===== src/rtl/rope_pkg.sv =====
// ----------------------------------------------------------------------------
// rope_pkg
// Types and constants shared by the rotary position embedding block.
// ----------------------------------------------------------------------------
package rope_pkg;

   localparam int DATA_BITS      = 16;
   localparam int COEF_FRAC_BITS = 14;
   localparam int INDEX_BITS     = 8;
   localparam int POS_BITS       = 8;
   localparam int TBL_ADDR_BITS  = 16;
   localparam int TBL_DEPTH      = 1 << TBL_ADDR_BITS;
   localparam int PEND_DEPTH     = 128;
   localparam int PEND_ADDR_BITS = $clog2(PEND_DEPTH);
   localparam int DIM_BITS       = 9;
   localparam int DIM_SEL_BITS   = 3;
   localparam int CSR_INDEX_BITS = 1;
   localparam int CSR_DATA_BITS  = DIM_SEL_BITS;

   // product and rounding widths
   localparam int PROD_BITS  = 2 * DATA_BITS;
   localparam int SUM_BITS   = PROD_BITS + 1;
   localparam int SHIFT_BITS = SUM_BITS - COEF_FRAC_BITS;

   // result queue, counted in pairs
   localparam int QUEUE_DEPTH = 4;
   localparam int QPTR_BITS   = $clog2(QUEUE_DEPTH);
   localparam int QCNT_BITS   = $clog2(QUEUE_DEPTH + 1);

   localparam logic CMD_TABLE_WRITE = 1'b0;
   localparam logic CMD_ELEMENT     = 1'b1;

   localparam logic [CSR_INDEX_BITS-1:0] CSR_DIM_SELECT = 1'd0;
   localparam logic [CSR_INDEX_BITS-1:0] CSR_NEOX_MODE  = 1'd1;

   localparam logic [DIM_SEL_BITS-1:0] DIM_SEL_32  = 3'd0;
   localparam logic [DIM_SEL_BITS-1:0] DIM_SEL_64  = 3'd1;
   localparam logic [DIM_SEL_BITS-1:0] DIM_SEL_96  = 3'd2;
   localparam logic [DIM_SEL_BITS-1:0] DIM_SEL_128 = 3'd3;
   localparam logic [DIM_SEL_BITS-1:0] DIM_SEL_RESET = DIM_SEL_128;

   typedef struct packed {
      logic                        command;
      logic [TBL_ADDR_BITS-1:0]    table_index;
      logic [POS_BITS-1:0]         position;
      logic signed [DATA_BITS-1:0] value;
   } req_type;

   typedef struct packed {
      logic [INDEX_BITS-1:0]       element_index;
      logic signed [DATA_BITS-1:0] out_value;
      logic                        last;
   } rsp_type;

   typedef struct packed {
      logic                     en;
      logic [TBL_ADDR_BITS-1:0] cos_addr;
      logic [TBL_ADDR_BITS-1:0] sin_addr;
   } tbl_rd_type;

   typedef struct packed {
      logic                        valid;
      logic [INDEX_BITS-1:0]       lo_idx;
      logic [INDEX_BITS-1:0]       hi_idx;
      logic                        last;
      logic signed [DATA_BITS-1:0] x1;
   } stage_type;

   typedef struct packed {
      logic    valid;
      rsp_type lo;
      rsp_type hi;
   } pair_type;

endpackage


===== src/rtl/rope_rotate.sv =====
// ----------------------------------------------------------------------------
// rope_rotate
// Pair rotation: registered products, then add, round half up, saturate.
// ----------------------------------------------------------------------------
module rope_rotate (
   input  logic                                  clock,
   input  logic                                  reset,
   input  rope_pkg::stage_type                   s1,
   input  logic signed [rope_pkg::DATA_BITS-1:0] x0,
   input  logic signed [rope_pkg::DATA_BITS-1:0] cos_c,
   input  logic signed [rope_pkg::DATA_BITS-1:0] sin_c,
   output rope_pkg::pair_type                    push
);
   import rope_pkg::*;

   logic                        v2_ff;
   logic [INDEX_BITS-1:0]       lo_idx2_ff, hi_idx2_ff;
   logic                        last2_ff;
   logic signed [PROD_BITS-1:0] x0c_ff, x1s_ff, x1c_ff, x0s_ff;

   function automatic logic signed [DATA_BITS-1:0] round_sat(
      input logic signed [SUM_BITS-1:0] sum);
      logic signed [SUM_BITS-1:0]   rnd;
      logic signed [SHIFT_BITS-1:0] q;
      logic signed [DATA_BITS-1:0]  r;
      rnd = sum + SUM_BITS'(1 << (COEF_FRAC_BITS - 1));
      q   = $signed(rnd[SUM_BITS-1:COEF_FRAC_BITS]);
      if (q > $signed(SHIFT_BITS'((1 << (DATA_BITS - 1)) - 1))) begin
         r = {1'b0, {(DATA_BITS-1){1'b1}}};
      end else if (q < -$signed(SHIFT_BITS'(1 << (DATA_BITS - 1)))) begin
         r = {1'b1, {(DATA_BITS-1){1'b0}}};
      end else begin
         r = q[DATA_BITS-1:0];
      end
      return r;
   endfunction

   always_ff @(posedge clock) begin
      if (reset) begin
         v2_ff <= 1'b0;
      end else begin
         v2_ff <= s1.valid;
      end
   end

   always_ff @(posedge clock) begin
      lo_idx2_ff <= s1.lo_idx;
      hi_idx2_ff <= s1.hi_idx;
      last2_ff   <= s1.last;
      x0c_ff     <= x0 * cos_c;
      x1s_ff     <= s1.x1 * sin_c;
      x1c_ff     <= s1.x1 * cos_c;
      x0s_ff     <= x0 * sin_c;
   end

   always_comb begin
      push.valid            = v2_ff;
      push.lo.element_index = lo_idx2_ff;
      push.lo.out_value     = round_sat(SUM_BITS'(x0c_ff) - SUM_BITS'(x1s_ff));
      push.lo.last          = 1'b0;
      push.hi.element_index = hi_idx2_ff;
      push.hi.out_value     = round_sat(SUM_BITS'(x1c_ff) + SUM_BITS'(x0s_ff));
      push.hi.last          = last2_ff;
   end

endmodule


===== config.mk =====
export PLATFORM = sky130hd
export DESIGN_NAME = rope_rotate
export DESIGN_NICKNAME = d
export VERILOG_FILES = /design/src/rtl/rope_pkg.sv /design/src/rtl/rope_rotate.sv
export SDC_FILE = /design/constraint.sdc
export NUM_CORES = 2
export LEC_CHECK = 0
export BUFFER_PORTS_ARGS = -buffer_cell sky130_fd_sc_hd__buf_2
export CAP_MARGIN = 20
export CORE_UTILIZATION = 30
export DETAILED_ROUTE_END_ITERATION = 10
export PLACE_DENSITY_LB_ADDON = 0.05
export RECOVER_POWER = 100
export SLEW_MARGIN = 20
export SYNTH_ARGS = -nofsm -noshare
export SYNTH_HDL_FRONTEND = slang
export SYNTH_SLANG_ARGS = --single-unit

===== constraint.sdc =====
create_clock -name clock -period 12 [get_ports clock]
set_input_delay 2.4 -clock clock [delete_from_list [all_inputs] [get_ports clock]]
set_output_delay 2.4 -clock clock [all_outputs]
set_load 0.005 [all_outputs]

==> impl_metrics.ini <==
[logic_synthesis]
synth-edff-count = 0
syn-num-nets = 6589
synthXorXnorAreaFrac_pct = 3.40
syn_avg_cell_area_um2 = 9.20
synth.distinct_cells = 79
synth-compound-area-share_pct = 6.74
synth_fa_ha_area_share_pct = 57.8
yosys.area_share.simple_pct = 14.0
yosysSeqAreaShare_pct = 6.35
synth_cells = 5007
async_flop_share_pct = 0
yosys_warnings = 0
synth_flop_cell = dfxtp_1
muxShareOfSynthArea_pct = 0.0652
synth-seq-cells = 146
synth_top_family_by_area = adder cells
syn-cell-area_um2 = 46100

[detailed_routing]
antenna_left = 0
drc_errors = 0
vias_per_cell = 4.56
dr.pass1.iters = 7
drt-total-wl_um = 128000
drt-wirelength-per-cell_um = 18.3
via_count = 32042
initialDrtViolationCount = 1498

[timing]
min_period_ns = 9.86
fin_tns_setup_ns = 0
fmax_mhz = 101
drv_slew = 84
hold_viol = 0
rsz0062_at_grt = false
period_share_pct = 82.2
worst_pin_slew_ns = 2.41
setup_viol = 0
max_slew_margin_pct = -60.9

[floorplan]
ios = 135
rows = 143
start_util_pct = 30.3
fp.dieArea_um2 = 155000
core_um2 = 152000
die_h_um = 394
die_w_um = 394

[clock_tree]
cts_resized = 0
cts_tree = yes
cts.path.max_buffers = 2
cts_setup_buffers = 0
ctsHoldBuffers = 0
clock_sinks = 146
cts_root_buf = clkbuf_16
clk_pin_slew_ns = 0.08
cts_htree_levels = 4
numCtsBuffers = 17

[hold_path]
min-delay-path-class = in2reg

[worst_setup_path]
critical_path.slowest_cell = clkbuf_1
crit_chain = buf_2, clkbuf_1, nand2b_1, fa_1, fa_1, inv_1, fa_1, fa_1, fa_1, inv_1, fa_1, inv_1, ha_1, and4_1, nand3_1, nor3_1, o311ai_0, nand2_1, o221ai_1, a21oi_1, and4_1, nor3_1
crit_buf_inv = 5
crit_start = s1[0]
crit_path_end_kind = flip-flop
criticalPathCategory = in2reg
start_kind = primary input
critical_path_cell_count = 22
critPathTopFamily = adder cells
cp_data_arrival_time_ns = 10.29
cp.required_ns = 12.43
path_max_fanout = 32
cp_common_cell = fa_1
crit_end = x1c_ff[31]$_DFF_P_
cpPeakStageDelay_ns = 1.70

[place]
hpwlAfterDp_um = 103000
gp_congestion = 0.756
portBuffers = 133

[run_status]
failed_checks = capacitance limit, slew limit
status = finished, violations left

[global_route]
busiest_layer = met2
grt_max_degree = 33
use_met3_pct = 1.80
antenna_found_initial = 8
grt_pass1_vias = 34825
met2_usage_pct = 26.8
grt_use_met1_pct = 26.7
grt_pass1_wl_um = 208000
grt_usage_pct = 17.5
overflow = 0

[cells_and_area]
layout-area-overhead-vs-synth_pct = 6.82
drive_gt1_share_pct = 4.19
nets = 6558

[flow_run]
maxCapViolations = 3
## routing by layer
layer / routed length (um) / share of wire [%] / up-vias
li1: - / - / 14853
met1: 65300 / 51 / 16658
met2: 57200 / 45 / 470
met3: 4290 / 3.3 / 57
met4: 1620 / 1.3 / 4
met5: 23 / 0.018 / -
## cell type report
class	instances	area (um^2)
sequential	146	2920
clock inverter	14	169
timing repair buffer	161	843
tap	2030	2540
multi-input combinational	3443	37800
clock buffer	18	439
fill	16155	103000
inverter	1207	4530
antenna	4	10.0
## cell families after synthesis
family / after synthesis
other cells: 1
compound gates: 464
mux: 3
simple gates: 1300
buf+inv: 1418
fa+ha+maj: 1498
flops: 146
xor+xnor: 177
## how the worst min path moves through the flow
stage          slack, ns                    end  cells after the start  startpoint
3_3_place_gp        2.50  hi_idx2_ff[0]$_DFF_P_                      1      s1[17]
5_1_grt             1.92  lo_idx2_ff[0]$_DFF_P_                      1      s1[25]
6_report            1.95  hi_idx2_ff[1]$_DFF_P_                      1      s1[18]
3_5_place_dp        2.50  lo_idx2_ff[0]$_DFF_P_                      1      s1[25]
4_1_cts             1.90  hi_idx2_ff[1]$_DFF_P_                      1      s1[18]
2_1_floorplan       2.43  hi_idx2_ff[0]$_DFF_P_                      0      s1[17]
## synth_stat cells (all sizes together), types with 3 or more instances
cell type  count  area share [%]
or2            4           0.054
o31ai          5            0.13
o21ai        105             1.2
a22o           3           0.057
o311ai         3           0.057
dfxtp        146             6.3
o21a          15            0.24
nor3b          3           0.049
nor2b          8            0.11
a22oi          4           0.065
and2         503             6.8
o21bai        23            0.37
nand2b        24            0.33
nand2        536             4.4
and4           9            0.17
fa          1048              46
a21boi         3           0.049
o211ai        20            0.33
buf            9            0.14
a21o          69             1.1
xor2          49            0.95
nand3b         3           0.049
mux2i          3           0.065
a21oi        123             1.3
inv         1206             9.8
a211oi        15            0.24
a41oi          3           0.073
xnor2        128             2.5
and3          13            0.18
a211o          6            0.11
clkbuf       202             1.7
nand4         12            0.16
a31o           9            0.17
nor3          30            0.34
a221oi        10            0.26
nand3         26            0.28
nor2         122            0.99
o2111ai        6            0.11
ha           450              12
a31oi         21            0.32
## cells in the final DEF (no fill, tap or decap), types with 5 or more instances in the layout
cell type	netlist	routed
o21a_1	15	15
xnor2_1	127	127
dfxtp_1	146	146
nor3_1	29	29
fa_1	1048	1048
nand2b_1	24	24
o21bai_1	23	23
a21oi_1	123	123
nor2_1	122	122
clkbuf_1	201	21
and3_1	13	13
nand2_1	536	536
buf_2	2	113
inv_6	0	5
o21ai_0	79	90
o31ai_1	2	5
o211ai_1	20	20
and2_1	502	484
and2_0	0	18
inv_1	1206	1206
a211o_1	6	6
a211oi_1	15	15
nand3_1	26	26
ha_1	450	450
a221oi_1	7	7
clkbuf_16	0	17
buf_4	4	26
nand4_1	12	12
o21ai_2	11	11
nor2b_1	8	8
o2111ai_1	6	6
a21o_1	69	69
a31o_2	9	8
a31oi_1	20	19
and4_1	9	9
xor2_1	48	48
## state kept, by name (all words and copies together) (netlist names)
signal	count
x0s_ff	32
x0c_ff	32
v2_ff	1
lo_idx2_ff	8
x1c_ff	32
x1s_ff	32
hi_idx2_ff	8
last2_ff	1
## metrics by stage
stage / instances / cell area [um^2] / hold slack (ns) / setup WS (ns) / utilization (%)
after floorplan: 5007 / 46100 / 2.43 / 3.94 / -
after global routing: 7020 / 49200 / 1.92 / 1.66 / 32.3
final: 7023 / 49200 / 1.95 / 2.14 / 32.3
after global placement: 6987 / 48600 / 2.50 / 2.14 / 31.9
after CTS: 7019 / 49300 / 1.90 / 2.66 / 32.3
after detailed placement: 6987 / 48600 / 2.50 / 2.07 / 31.9
Power is left out: the tool's default activity adds up to more than one toggle a clock period on the data nets, which glitch-free logic cannot reach.
