**src/rtl/rope_pkg.sv**
```systemverilog
// ----------------------------------------------------------------------------
// rope_pkg
// Types and constants shared by the rotary position embedding block.
// ----------------------------------------------------------------------------
package rope_pkg;

   localparam int DATA_BITS      = 16;
   localparam int COEF_FRAC_BITS = 14;
   localparam int INDEX_BITS     = 8;
   localparam int POS_BITS       = 8;
   localparam int TBL_ADDR_BITS  = 16;
   localparam int TBL_DEPTH      = 1 << TBL_ADDR_BITS;
   localparam int PEND_DEPTH     = 128;
   localparam int PEND_ADDR_BITS = $clog2(PEND_DEPTH);
   localparam int DIM_BITS       = 9;
   localparam int DIM_SEL_BITS   = 3;
   localparam int CSR_INDEX_BITS = 1;
   localparam int CSR_DATA_BITS  = DIM_SEL_BITS;

   // product and rounding widths
   localparam int PROD_BITS  = 2 * DATA_BITS;
   localparam int SUM_BITS   = PROD_BITS + 1;
   localparam int SHIFT_BITS = SUM_BITS - COEF_FRAC_BITS;

   // result queue, counted in pairs
   localparam int QUEUE_DEPTH = 4;
   localparam int QPTR_BITS   = $clog2(QUEUE_DEPTH);
   localparam int QCNT_BITS   = $clog2(QUEUE_DEPTH + 1);

   localparam logic CMD_TABLE_WRITE = 1'b0;
   localparam logic CMD_ELEMENT     = 1'b1;

   localparam logic [CSR_INDEX_BITS-1:0] CSR_DIM_SELECT = 1'd0;
   localparam logic [CSR_INDEX_BITS-1:0] CSR_NEOX_MODE  = 1'd1;

   localparam logic [DIM_SEL_BITS-1:0] DIM_SEL_32  = 3'd0;
   localparam logic [DIM_SEL_BITS-1:0] DIM_SEL_64  = 3'd1;
   localparam logic [DIM_SEL_BITS-1:0] DIM_SEL_96  = 3'd2;
   localparam logic [DIM_SEL_BITS-1:0] DIM_SEL_128 = 3'd3;
   localparam logic [DIM_SEL_BITS-1:0] DIM_SEL_RESET = DIM_SEL_128;

   typedef struct packed {
      logic                        command;
      logic [TBL_ADDR_BITS-1:0]    table_index;
      logic [POS_BITS-1:0]         position;
      logic signed [DATA_BITS-1:0] value;
   } req_type;

   typedef struct packed {
      logic [INDEX_BITS-1:0]       element_index;
      logic signed [DATA_BITS-1:0] out_value;
      logic                        last;
   } rsp_type;

   typedef struct packed {
      logic                     en;
      logic [TBL_ADDR_BITS-1:0] cos_addr;
      logic [TBL_ADDR_BITS-1:0] sin_addr;
   } tbl_rd_type;

   typedef struct packed {
      logic                        valid;
      logic [INDEX_BITS-1:0]       lo_idx;
      logic [INDEX_BITS-1:0]       hi_idx;
      logic                        last;
      logic signed [DATA_BITS-1:0] x1;
   } stage_type;

   typedef struct packed {
      logic    valid;
      rsp_type lo;
      rsp_type hi;
   } pair_type;

endpackage

```
**src/rtl/rope_outq.sv**
```systemverilog
// ----------------------------------------------------------------------------
// rope_outq
// Result queue of rotated pairs with credit count; sends low then high item.
// ----------------------------------------------------------------------------
module rope_outq (
   input  logic               clock,
   input  logic               reset,
   input  logic               reserve,
   input  rope_pkg::pair_type push,
   output logic               full,
   output logic               rsp_valid,
   input  logic               rsp_stall,
   output rope_pkg::rsp_type  rsp_data
);
   import rope_pkg::*;

   rsp_type lo_mem [QUEUE_DEPTH];
   rsp_type hi_mem [QUEUE_DEPTH];

   logic [QPTR_BITS-1:0] wr_ptr_ff, rd_ptr_ff;
   logic [QCNT_BITS-1:0] fill_ff, fill_in, credit_ff, credit_in;
   logic                 sel_ff, pop_half, pop_pair;

   always_comb begin
      rsp_valid = (fill_ff != '0);
      rsp_data  = sel_ff ? hi_mem[rd_ptr_ff] : lo_mem[rd_ptr_ff];
      pop_half  = rsp_valid && !rsp_stall;
      pop_pair  = pop_half && sel_ff;
      full      = (credit_ff == QCNT_BITS'(QUEUE_DEPTH));

      case ({push.valid, pop_pair})
         2'b10:   fill_in = fill_ff + 1'b1;
         2'b01:   fill_in = fill_ff - 1'b1;
         default: fill_in = fill_ff;
      endcase
      // credit covers pairs still in the pipe plus pairs queued
      case ({reserve, pop_pair})
         2'b10:   credit_in = credit_ff + 1'b1;
         2'b01:   credit_in = credit_ff - 1'b1;
         default: credit_in = credit_ff;
      endcase
   end

   always_ff @(posedge clock) begin
      if (reset) begin
         wr_ptr_ff <= '0;
         rd_ptr_ff <= '0;
         fill_ff   <= '0;
         credit_ff <= '0;
         sel_ff    <= 1'b0;
      end else begin
         if (push.valid) begin
            wr_ptr_ff <= wr_ptr_ff + 1'b1;
         end
         if (pop_pair) begin
            rd_ptr_ff <= rd_ptr_ff + 1'b1;
         end
         if (pop_half) begin
            sel_ff <= !sel_ff;
         end
         fill_ff   <= fill_in;
         credit_ff <= credit_in;
      end
   end

   always_ff @(posedge clock) begin
      if (push.valid) begin
         lo_mem[wr_ptr_ff] <= push.lo;
         hi_mem[wr_ptr_ff] <= push.hi;
      end
   end

endmodule

```
**config.mk**
```make
export PLATFORM = sky130hd
export DESIGN_NAME = rope_outq
export DESIGN_NICKNAME = d
export VERILOG_FILES = /design/src/rtl/rope_pkg.sv /design/src/rtl/rope_outq.sv
export SDC_FILE = /design/constraint.sdc
export NUM_CORES = 1
export LEC_CHECK = 0
export ABC_AREA = 1
export BUFFER_PORTS_ARGS = -buffer_cell sky130_fd_sc_hd__buf_2
export CAP_MARGIN = 20
export CORE_MARGIN = 4
export CORE_UTILIZATION = 55
export DETAILED_ROUTE_END_ITERATION = 12
export PLACE_DENSITY = 0.75
export SKIP_CTS_REPAIR_TIMING = 1
export SLEW_MARGIN = 5
export SYNTH_ARGS = -nofsm -noshare
export SYNTH_HDL_FRONTEND = slang
export SYNTH_SLANG_ARGS = --single-unit
```
**constraint.sdc**
```tcl
create_clock -name clock -period 2.85 [get_ports clock]
set_input_delay 0.285 -clock clock [delete_from_list [all_inputs] [get_ports clock]]
set_output_delay 0.285 -clock clock [all_outputs]
set_load 0.05 [all_outputs]
```
==> metrics.log <==
[metrics] summed negative setup slack over all endpoints: 0 ps
[metrics] overflow left after global routing: 0
[metrics] class of the worst hold path: input port to flop
[metrics] critical path launch point type: flop
[metrics] minimum clock period after layout: 2630 ps
[metrics] maximum count of clock buffers along a single path: 3
[metrics] number of nets in the synthesized netlist: 1019
[metrics] total power divided by cell area: 660 nW/um^2
[metrics] distinct cell type count of the synthesized netlist: 18
[metrics] height of the die: 138 um
[metrics] largest driver fanout on the critical path: 49
[metrics] Pleak: 0.00459 uW
[metrics] CTS tree: yes
[metrics] Syn Inst Count: 956
[metrics] share of the synthesized area in the top cell type: 0.650
[metrics] area growth from synthesis to layout: 15.0%
[metrics] maximum VDD drop: 0.000463 V
[metrics] I/O pin cnt: 82
[metrics] largest stage delay on the critical path: 680 ps
[metrics] count of fill cells added during filler insertion: 1292
[metrics] detailed-route via count: 6187
[metrics] Num CTS Buffers: 23
[metrics] sequential cell area fraction in the yosys report: 0.678
[metrics] Post-DP HPWL: 11100 um
[metrics] Final #Nets: 1108
[metrics] critical path arrival: 2350 ps
[metrics] maximum number of pins on one net before global-route repair: 65
[metrics] cell types with the largest area share after synthesis: sky130_fd_sc_hd__edfxtp_1 65%, sky130_fd_sc_hd__nand2_1 14%, sky130_fd_sc_hd__nor2_1 8.4%, sky130_fd_sc_hd__inv_1 5.0%, sky130_fd_sc_hd__dfxtp_1 2.8%
[metrics] Post-Synthesis Cell Area: 9250 um^2
[metrics] cell chain of the critical path: buf_12, nor2_1, nor2_1, nand2_1, nand2_1, nand2_1, nand2_1, buf_2
[metrics] # setup viols final: 0
[metrics] fraction of layout instances using a drive strength above 1: 0.121
[metrics] Die Footprint: 18900 um^2
[metrics] post-placement cell area: 9890 um^2
[metrics] Worst Path Class, Setup: flop to output port
[metrics] Worst-Skew Late Latency: 490 ps
[metrics] initial antenna violation count: 1
[metrics] first-pass GRT wire length: 28600 um
[metrics] fin. max-slew vios: 0
[metrics] relative slew slack: 0.429
[metrics] clock-pin slew on the worst setup and hold paths: 60 ps
[metrics] horizontal extent of the die: 138 um
[metrics] final critical-path share of the clock period: 0.923
[metrics] standard-cell rows: 47
[metrics] Tot GR Track Use: 0.195
[metrics] synthesized area per cell: 9.67 um^2
[metrics] TritonRoute pass-1 iters: 5
[metrics] DR vias/cell: 4.83
[metrics] number of buffers and inverters on the critical path: 2
[metrics] clock sink total: 213
[metrics] run status: complete, no violations
[metrics] RSZ-0062 raised after global routing: no
[metrics] worst clock skew: 4.46 ps
[metrics] final weighted congestion in routability-driven placement: 0.780
[metrics] dominant cell type by area after synthesis: sky130_fd_sc_hd__edfxtp_1
[metrics] required time of the critical path: 2570 ps
[metrics] starting density of the core: 0.559
[metrics] type of destination of the critical path: output port
[metrics] slew of the pin with the lowest slew margin: 856 ps
[metrics] most common cell type on the critical path: sky130_fd_sc_hd__nand2_1
[metrics] Slowest cell on crit path: sky130_fd_sc_hd__dfxtp_4
[metrics] First DRT Iteration DRCs: 348
[metrics] master cell of the clock root buffer: sky130_fd_sc_hd__clkbuf_16
[metrics] number of max-cap violations: 0
[metrics] Ys Warns: 0
[metrics] Top delay family on crit path: flip-flops
[metrics] post-route cell area: 10600 um^2
[metrics] average detailed-routed wire length per instance: 14.3 um
[metrics] aggregate routed wire length: 18300 um
[metrics] core area: 16500 um^2
[metrics] final number of hold-violating endpoints: 0
[metrics] count of input and output buffers: 81
[metrics] post-route antenna net violation count: 0
[metrics] achievable frequency: 380 MHz
[metrics] total DRC errors in the routed layout: 0
[metrics] number of flip-flops and latches in the synthesized netlist: 213
[metrics] via count of the first global-routing pass: 5768
[metrics] number of antenna cells inserted: 0
[metrics] Max H-tree Level: 1
-- flip-flops by register name, summed over array words and instances, names as in the netlist, named ones only --
name and cells:
fill_ff 3, credit_ff 3, hi_mem 100, wr_ptr_ff 2, sel_ff 1, rd_ptr_ff 2
lo_mem 100
-- cell usage in the layout (no fill, tap or decap) --
cell                            Yosys  final
sky130_fd_sc_hd__buf_12             0      7
sky130_fd_sc_hd__nand4_1            1      1
sky130_fd_sc_hd__inv_2              1      5
sky130_fd_sc_hd__clkinvlp_4         0      2
sky130_fd_sc_hd__o21ai_0            6      6
sky130_fd_sc_hd__buf_4             11      5
sky130_fd_sc_hd__ha_1               6      6
sky130_fd_sc_hd__inv_1            124    120
sky130_fd_sc_hd__clkbuf_1           9      6
sky130_fd_sc_hd__dfxtp_1           13     11
sky130_fd_sc_hd__a21oi_1           10     10
sky130_fd_sc_hd__dfxtp_4            0      1
sky130_fd_sc_hd__clkinv_2           0      3
sky130_fd_sc_hd__nand3_1            4      4
sky130_fd_sc_hd__dlygate4sd3_1      0     10
sky130_fd_sc_hd__edfxtp_1         200    200
sky130_fd_sc_hd__nor2_1           207    207
sky130_fd_sc_hd__buf_2             16     81
sky130_fd_sc_hd__clkinv_1           0      6
sky130_fd_sc_hd__o21ai_1            1      1
sky130_fd_sc_hd__clkbuf_16          0     23
sky130_fd_sc_hd__nand2_1          342    342
sky130_fd_sc_hd__dfxtp_2            0      1
sky130_fd_sc_hd__fa_1               2      2
-- area by class of cell --
type                       instances  area [um^2]  area share
sequential                       213         6270       0.590
clock inverter                    11         52.6     0.00494
clock buffer                      29          598      0.0562
multi-input combinational        579         2290       0.215
inverter                         125          469      0.0441
timing repair buffer             103          683      0.0642
tap                              220          275      0.0259
-- stage by stage --
stage	cells	utilization	setup slack, ps	hold WS, ps	power (uW)
2_1_floorplan	956	-	767	384	4240
3_3_place_gp	1230	0.598	846	450	4470
3_5_place_dp	1230	0.598	799	458	4490
4_1_cts	1270	0.638	215	-13.3	7070
5_1_grt	1280	0.644	112	0.745	7300
6_report	1280	0.644	219	5.72	7030
-- synth_stat cells --
master,instances
sky130_fd_sc_hd__buf_6,2
sky130_fd_sc_hd__dfxtp_1,13
sky130_fd_sc_hd__inv_2,1
sky130_fd_sc_hd__ha_1,6
sky130_fd_sc_hd__buf_2,16
sky130_fd_sc_hd__nor2_1,207
sky130_fd_sc_hd__clkbuf_1,9
sky130_fd_sc_hd__buf_1,1
sky130_fd_sc_hd__fa_1,2
sky130_fd_sc_hd__a21oi_1,10
sky130_fd_sc_hd__o21ai_0,6
sky130_fd_sc_hd__nand3_1,4
sky130_fd_sc_hd__buf_4,11
sky130_fd_sc_hd__nand2_1,342
sky130_fd_sc_hd__edfxtp_1,200
sky130_fd_sc_hd__o21ai_1,1
sky130_fd_sc_hd__nand4_1,1
sky130_fd_sc_hd__inv_1,124
-- path summary, 6_finish.rpt --
path | depth (start not counted) | slack [ps] | from | to
setup / recovery | 8 | 220 | flop | rsp_data[3]
hold / removal | 1 | 6 | push[48] | lo_mem[0][23]$_DFFE_PP_
hold reg to reg | 2 | 470 | rd_ptr_ff[0]$_SDFFE_PP0N_ | flop
setup reg to reg | 11 | 820 | sel_ff$_SDFFE_PP0N_ | fill_ff[2]$_SDFFE_PP0P_
-- routing by layer --
layer,vias up,global-route usage,part of all wire
li1,3142,-,-
met1,2826,0.258,0.42
met2,182,0.335,0.49
met3,35,0.0343,0.068
met4,2,0.0527,0.019
met5,-,0,0.00071
-- cell families (layout without fill, tap and decap cells) --
| family | Yosys count | in the layout | share of synthesized area |
|---|---|---|---|
| AO/OA/AOI/OAI | 17 | 17 | 0.00920 |
| flip-flops | 213 | 213 | 0.678 |
| AND/OR/NAND/NOR | 554 | 554 | 0.226 |
| adder cells (fa/ha/maj) | 8 | 8 | 0.0125 |
| buffers and inverters | 164 | 268 | 0.0748 |
-- power by group --
| group | internal (uW) | total [uW] | switching [uW] |
|---|---|---|---|
| Combinational | 213 | 830 | 617 |
| Clock | 1470 | 2590 | 1110 |
| Sequential | 3560 | 3610 | 44.2 |
Power figures use the tool's default switching activity.
